==> src/sv/linked_list_set_table_defines.svh <==
// Assertion macros for the linked list set table.
// Included by the RTL files that carry concurrent checks; no other dependencies.
`ifndef LINKED_LIST_SET_TABLE_DEFINES_SVH
`define LINKED_LIST_SET_TABLE_DEFINES_SVH

`ifndef SYNTHESIS

// Condition holds at every clock edge out of reset
`define LLST_ASSERT_ALWAYS(label, clk, rst, cond, msg) \
   label: assert property (@(posedge clk) disable iff (rst) (cond)) else $error(msg);

// Consequent holds in the same cycle as the antecedent
`define LLST_ASSERT_IMPLY(label, clk, rst, ante, cons, msg) \
   label: assert property (@(posedge clk) disable iff (rst) (ante) |-> (cons)) else $error(msg);

// Consequent holds in the cycle after the antecedent
`define LLST_ASSERT_NEXT(label, clk, rst, ante, cons, msg) \
   label: assert property (@(posedge clk) disable iff (rst) (ante) |=> (cons)) else $error(msg);

`else

`define LLST_ASSERT_ALWAYS(label, clk, rst, cond, msg)
`define LLST_ASSERT_IMPLY(label, clk, rst, ante, cons, msg)
`define LLST_ASSERT_NEXT(label, clk, rst, ante, cons, msg)

`endif

`endif

==> src/sv/llst_pkg.sv <==
// Shared constants, codes and control types for the linked list set table.
// No dependencies; imported by the controller, the datapath and the top level.
`default_nettype none

package llst_pkg;

   // Store geometry
   localparam int CAPACITY   = 128;
   localparam int VALUE_BITS = 32;
   localparam int SLOT_BITS  = $clog2(CAPACITY);
   localparam int LINK_BITS  = $clog2(CAPACITY + 1);
   localparam int COUNT_BITS = 8;
   localparam int OP_BITS    = 2;
   localparam int RSP_BITS   = 16;

   // Null link code sits just past the last slot
   localparam logic [LINK_BITS-1:0] NULL_LINK = LINK_BITS'(CAPACITY);
   localparam logic [SLOT_BITS-1:0] LAST_SLOT = SLOT_BITS'(CAPACITY - 1);

   // Operation codes carried in the request
   typedef enum logic [OP_BITS-1:0] {
      OP_ADD    = 2'd0,
      OP_REMOVE = 2'd1,
      OP_SEARCH = 2'd2
   } llst_op_type;

   // Controller states
   typedef enum logic [2:0] {
      ST_IDLE,
      ST_LOOKUP,
      ST_WALK,
      ST_ADD_READ,
      ST_ADD_WRITE,
      ST_UNLINK,
      ST_RELEASE,
      ST_REPLY
   } llst_state_type;

   // Commands from controller to datapath
   typedef struct packed {
      logic load_req;
      logic start_walk;
      logic walk_step;
      logic read_free;
      logic add_commit;
      logic unlink;
      logic release_slot;
      logic rsp_load;
      logic rsp_ok;
      logic rsp_full;
   } llst_cmd_type;

   // Status from datapath to controller
   typedef struct packed {
      logic [OP_BITS-1:0] op;
      logic               head_null;
      logic               free_null;
      logic               match;
      logic               walk_more;
      logic               rsp_free;
   } llst_status_type;

endpackage

`default_nettype wire

==> src/sv/llst_ctrl.sv <==
// Sequencing state machine for the linked list set table.
// Depends on llst_pkg for the state enum, op codes and command/status structs.
`default_nettype none

module llst_ctrl (
   input  wire                       clock,
   input  wire                       reset,
   input  wire                       req_tvalid,
   output logic                      req_tready,
   input  llst_pkg::llst_status_type status,
   output llst_pkg::llst_cmd_type    cmd
);
   import llst_pkg::*;

   llst_state_type state_ff, state_in;
   logic           ok_ff, ok_in;
   logic           full_ff, full_in;
   logic           op_valid;
   logic           op_add;
   logic           op_remove;
   logic           miss;

   assign op_add    = (status.op == OP_ADD);
   assign op_remove = (status.op == OP_REMOVE);
   assign op_valid  = op_add || op_remove || (status.op == OP_SEARCH);

   // Walk ends without a hit: empty list, or tail reached with no match
   assign miss = ((state_ff == ST_LOOKUP) && op_valid && status.head_null) ||
                 ((state_ff == ST_WALK) && !status.match && !status.walk_more);

   // Next state
   always_comb begin
      state_in = state_ff;
      case (state_ff)
         ST_IDLE: begin
            if (req_tvalid) state_in = ST_LOOKUP;
         end
         ST_LOOKUP: begin
            if (!op_valid) state_in = ST_REPLY;
            else if (status.head_null) begin
               state_in = (op_add && !status.free_null) ? ST_ADD_READ : ST_REPLY;
            end else state_in = ST_WALK;
         end
         ST_WALK: begin
            if (status.match) begin
               state_in = op_remove ? ST_UNLINK : ST_REPLY;
            end else if (!status.walk_more) begin
               state_in = (op_add && !status.free_null) ? ST_ADD_READ : ST_REPLY;
            end
         end
         ST_ADD_READ:  state_in = ST_ADD_WRITE;
         ST_ADD_WRITE: state_in = ST_REPLY;
         ST_UNLINK:    state_in = ST_RELEASE;
         ST_RELEASE:   state_in = ST_REPLY;
         ST_REPLY: begin
            if (status.rsp_free) state_in = ST_IDLE;
         end
         default: state_in = ST_IDLE;
      endcase
   end

   // Result flags: clear per request, set at the deciding step
   always_comb begin
      ok_in   = ok_ff;
      full_in = full_ff;
      if (state_ff == ST_IDLE) begin
         ok_in   = 1'b0;
         full_in = 1'b0;
      end
      if (state_ff == ST_ADD_WRITE) ok_in = 1'b1;
      if ((state_ff == ST_WALK) && status.match && !op_add) ok_in = 1'b1;
      if (miss && op_add && status.free_null) full_in = 1'b1;
   end

   // Outputs
   always_comb begin
      cmd              = '0;
      cmd.load_req     = (state_ff == ST_IDLE) && req_tvalid;
      cmd.start_walk   = (state_ff == ST_LOOKUP) && op_valid && !status.head_null;
      cmd.walk_step    = (state_ff == ST_WALK) && !status.match && status.walk_more;
      cmd.read_free    = (state_ff == ST_ADD_READ);
      cmd.add_commit   = (state_ff == ST_ADD_WRITE);
      cmd.unlink       = (state_ff == ST_UNLINK);
      cmd.release_slot = (state_ff == ST_RELEASE);
      cmd.rsp_load     = (state_ff == ST_REPLY) && status.rsp_free;
      cmd.rsp_ok       = ok_ff;
      cmd.rsp_full     = full_ff;
      req_tready       = (state_ff == ST_IDLE);
   end

   // State and flag registers
   always_ff @(posedge clock) begin
      if (reset) begin
         state_ff <= ST_IDLE;
         ok_ff    <= 1'b0;
         full_ff  <= 1'b0;
      end else begin
         state_ff <= state_in;
         ok_ff    <= ok_in;
         full_ff  <= full_in;
      end
   end

endmodule

`default_nettype wire

==> config.mk <==
export PLATFORM = sky130hd
export DESIGN_NAME = llst_ctrl
export DESIGN_NICKNAME = d
export VERILOG_FILES = /design/src/sv/linked_list_set_table_defines.svh /design/src/sv/llst_pkg.sv /design/src/sv/llst_ctrl.sv
export SDC_FILE = /design/constraint.sdc
export NUM_CORES = 1
export LEC_CHECK = 0
export BUFFER_PORTS_ARGS = -buffer_cell sky130_fd_sc_hd__buf_4
export CAP_MARGIN = 20
export CORE_AREA = 5 5 42 44
export DETAILED_ROUTE_END_ITERATION = 7
export DIE_AREA = 0 0 47 49
export SYNTH_ARGS = -nofsm -noshare
export SYNTH_HDL_FRONTEND = slang
export SYNTH_SLANG_ARGS = --single-unit
export TNS_END_PERCENT = 5
==> constraint.sdc <==
create_clock -name clock -period 1.37 [get_ports clock]
set_input_delay 0.137 -clock clock [delete_from_list [all_inputs] [get_ports clock]]
set_output_delay 0.137 -clock clock [all_outputs]
set_load 0.01 [all_outputs]
[Word-level counts from Yosys, hierarchy flattened]
Index checks and enable logic that the tools add are counted.
Storage, ports and cells
  memory bits (read-only): 0
  bits in latches: 0
  bits in registers: 5
  memories: 0
  RAM bits: 0
  input port bits: 10
  logic and storage cells: 55
Operators by class
  add/subtract/negate cells: 0
  divide/modulo/power cells: 0
  bitwise logic cells: 0
  muxes and demuxes: 13
  reduce and logical (&&, ||, !) cells: 27
  magnitude comparators: 0
  multiply operators: 0
  equality and inequality tests: 12
  shift-type cells: 0
Operator list (number)
  3-bit two-way mux: 7
  3-bit case mux with 7 select lines: 1
  1-bit logical AND: 13
  3-bit == test (second input constant): 4
  3-bit by 2-bit == test with 1-bit output (second input constant): 2
  1-bit logical NOT: 5
  1-bit two-way mux: 4
  2-bit inequality test (second input constant): 2
  3-bit by 1-bit == test with 1-bit output (second input constant): 1
  3-bit logical NOT: 1
  1-bit logical OR: 3
  3-bit inequality test (second input constant): 1
  3-bit AND reduction: 1
  3-bit nonzero test: 1
  2-bit by 1-bit == test with 1-bit output (second input constant): 1
  2-bit == test (second input constant): 1
  2-bit logical NOT: 1
  2-bit two-way mux: 1
  2-bit nonzero test: 1
  2-bit OR reduction: 1

[Depth between registers and ports, before layout]
  word-level depth: 9
  mapped depth: 5
  mapped depth without buffers: 4

[Least setup slack after synthesis]
No wires, ideal clock.
  path kind: reg-to-reg
  from: reg state_ff[1]
  to: reg state_ff[2]
  required time: 1.248 ns
  data arrival time: 1.188 ns
  slack: 0.060 ns
  stages on the path, launching flop included: 6
  path buffers: 1
  cells stage by stage: dfxtp_1 clkbuf_2 nand3b_1 nor3_1 nor4_1 o32a_1
Between the ends
  cells in the longest elaborated chain, start to end: 3
  elaborated cells on any way between the ends: 14
  those cells by class: 10 x eq/ne; 1 x mux; 3 x reduce/logical
Ends and longest elaborated chain
  start: declaration: RTL line llst_ctrl.sv:15  | llst_state_type state_ff, state_in;
  start signal: assignment: RTL line llst_ctrl.sv:98  | state_ff <= state_in;
  3-bit == test (tied with other cells): RTL line llst_ctrl.sv:34  | case (state_ff)
  2-bit OR reduction (no line) (tied with other cells)
  3-bit case mux with 7 select lines or 3-bit AND reduction (tied branches)
Parallel ways exist; a longest one is shown, timed or not.
A chain may end at the register's enable or synchronous reset.

==> reports/qor.txt <==
=====================================================================================================
Status                                                                                      completed
Clock buffers created by TritonCTS                                                                  3
Buffers from clock root to sink, at most                                                            2
Simple-Gate Fraction of Synth Area                                                             0.4012
TritonCTS clock tree                                                                             done
Top cell type's share of synthesized area                                                      0.2432
Unrepaired setup endpoints after global routing                                                  true
Number of setup violations in the final report                                                      0
Number of cells in the finished layout apart from fillers                                          95
Share of the cycle needed by the critical path after routing                                   0.9736
Dominant combinational cell family by area after synthesis                               simple AND/OR/NAND/NOR gates
Area delta synth->final                                                                        60.49%
Number of clock sinks seen by CTS                                                                   5
1st-pass router iterations                                                                          6
Crit end category                                                                         output port
Max Cap Violations                                                                                  0
Layout Skew                                                                                  3.062 ps
Vias in the first global route                                                                    477
Die Outline Area                                                                             2303 um2
Worst slew margin relative to its limit                                                        0.7507
CTS H-Tree Depth                                                                                    1
Cell chosen for the clock root                                                           sky130_fd_sc_hd__clkbuf_4
Setup Crit Path Kind                                                                     flop to output port
Core Area                                                                                    1401 um2
Buffers inserted during post-CTS setup optimization                                                 0
PD cells                                                                                  1712 nW/um2
Detailed-route DRC error count                                                                      0
Biggest fanout along the worst timing path                                                          9
Worst vdd rail ir drop                                                                       828.5 uV
Cell accounting for the most synthesized area                                            sky130_fd_sc_hd__dfxtp_1
Initial antenna violation count                                                                     0
Net Count, Synth                                                                                   62
Time the final worst path needs with I/O delays and setup                                     1334 ps
Post-synthesis share of cell area spent on full adders, half adders and majority gates              0
PortBufs                                                                                           20
GRT Resource Usage Total                                                                       0.1141
Number of different library cells in the post-synthesis netlist                                    26
Synthesized netlist cell count                                                                     52
Post-Place Setup Slack                                                                       117.3 ps
XOR/XNOR Fraction of Synth Area                                                                     0
Grt ovf                                                                                             0
I/O pin total                                                                                      21
Wire length of the first global-routing pass                                                 1.959 mm
Number of pins with negative max-slew slack in the final report                                     0
Final setup margin                                                                           36.10 ps
GPL Wtd Cong                                                                                   0.7323
Antenna diode count                                                                                 0
Starting utilization of the core area                                                          0.2938
Vias                                                                                              476
Syn avg cell area                                                                           7.916 um2
Total standard cell area after synthesis                                                    411.6 um2
Class of the tightest hold or removal check                                              input port to flop
Worst endpoint required time                                                                  1230 ps
Residual antenna-violating net count after detailed routing                                         0
Top cells by area in the synthesized netlist                                             sky130_fd_sc_hd__dfxtp_1 (24%), sky130_fd_sc_hd__nor3b_1 (7.3%), sky130_fd_sc_hd__clkbuf_8 (6.7%), sky130_fd_sc_hd__o32a_1 (4.9%), sky130_fd_sc_hd__nand2_1 (4.6%)
Number of synthesis warnings                                                                        0
Fmax                                                                                        749.7 MHz
Static Leak                                                                                 0.2863 nW
Number of rows in the core area                                                                    14
Largest net degree at the start of global routing                                                  10
Final hold violations                                                                               0
Critical Path Start Type                                                                         flop
Compound-cell area share of the yosys netlist                                                  0.2219
Post-DP HPWL                                                                                 944.1 um
Detailed Route WL                                                                            1.185 mm
Dpl cells                                                                                          91
Floorplan die width                                                                             47 um
Number of nets in the finished design                                                              90
Mean number of vias per cell                                                                    5.011
Portion of netlist area occupied by mux cells                                                       0
Worst slew pin tran                                                                          370.6 ps
Height of the die                                                                               49 um
Layout cells sized above 1                                                                     0.5316
Portion of the post-synthesis area used by sequential elements                                 0.2432
Detailed Route Iter0 Violations                                                                     8
Critical Path AT                                                                              1200 ps
Yosys reg bits                                                                                      5
Later-pin clock latency in the skew report                                                     240 ps
CTS hold repair buffers                                                                             0
Wire length per cell                                                                         12.47 um
Clock-pin slew on the worst setup and hold paths                                                40 ps
=====================================================================================================
[cells by family after synthesis]
logic type,Yosys count
flops,5
compound gates,12
buf+inv,7
simple gates,28
[synth_stat cells (all sizes together)]
cell,n
nor2b,1
or3,1
nand3,1
inv,1
o311a,1
a311oi,1
a21oi,2
and3b,1
nor3b,4
nand2,5
a32o,1
nor3,3
clkbuf,4
buf,2
o21ai,2
nor4,4
o32a,2
and2,2
dfxtp,5
nor2,5
o211ai,1
nand3b,1
o21a,2
[path summary, 6_finish.rpt]
kind / from / end / slack, ps / cells past startpoint
min: reset / state_ff[0] / 100 / 2
max: state_ff[1] / cmd[8] / 40 / 3
min reg2reg: ok_ff / ok_ff / 460 / 1
max reg2reg: state_ff[0] / state_ff[2] / 160 / 4
[layout make-up]
type	instances	area [um2]
flip-flops and latches	5	108.9
well taps	16	20.02
fillers	146	740.7
clock buffers	4	26.28
multi-input cells	40	284.0
inverters	1	3.754
repair buffers	29	217.7
[report_power, final]
part	total [mW]	leakage [nW]	internal [mW]	switching, mW
registers	0.303	0.0428	0.216	0.0877
logic	0.658	0.229	0.359	0.299
clock network	0.169	0.0150	0.110	0.0593
[flip-flops by register name, indices dropped and copies added, names as in the netlist]
name and flops:
full_ff 1, ok_ff 1, state_ff 3
[cell usage in the layout, fill, tap and decap left out, types with 2 or more instances in the layout]
cell / n
sky130_fd_sc_hd__dfxtp_1: 2
sky130_fd_sc_hd__nor4_1: 2
sky130_fd_sc_hd__nor3b_1: 3
sky130_fd_sc_hd__and2_1: 2
sky130_fd_sc_hd__clkbuf_4: 3
sky130_fd_sc_hd__nor2_1: 5
sky130_fd_sc_hd__o21a_1: 2
sky130_fd_sc_hd__nor4_2: 2
sky130_fd_sc_hd__nand2_1: 5
sky130_fd_sc_hd__buf_4: 29
sky130_fd_sc_hd__o21ai_0: 2
sky130_fd_sc_hd__a21oi_1: 2
sky130_fd_sc_hd__dfxtp_4: 2
sky130_fd_sc_hd__o32a_1: 2
[worst max-delay path: stages, from the launching register on]
cell                      delay [ps]
sky130_fd_sc_hd__dfxtp_4         370
sky130_fd_sc_hd__buf_4           170
sky130_fd_sc_hd__nor4_2          250
sky130_fd_sc_hd__buf_4           160
[metrics by stage]
stage,total power [mW],util,hold slack [ps],setup TNS [ps],area (um2)
finish,1.131,0.4714,97.27,0,660.6
global route,1.237,0.4714,94.10,-7.937,660.6
CTS,1.095,0.4545,95.67,0,636.9
detailed placement,0.8934,0.4268,356.0,0,598.1
global placement,0.8875,0.4268,352.8,0,598.1
floorplan,0.6449,-,208.0,0,411.6
[layer usage]
| layer | vias up | track usage | part of all wire |
|---|---|---|---|
| met5 | - | 0 | 0 |
| met4 | 0 | 0.05530 | 0 |
| met3 | 0 | 0.03690 | 0.069 |
| met2 | 16 | 0.1697 | 0.52 |
| met1 | 212 | 0.1429 | 0.41 |
| li1 | 248 | - | - |
[repair_timing]
action                                  in CTS  in global routing
endpoints found under the hold margin        0                  0
resized for setup                            4                  6
endpoints found under the setup margin       4                  4
Power figures use the tool's default switching activity.
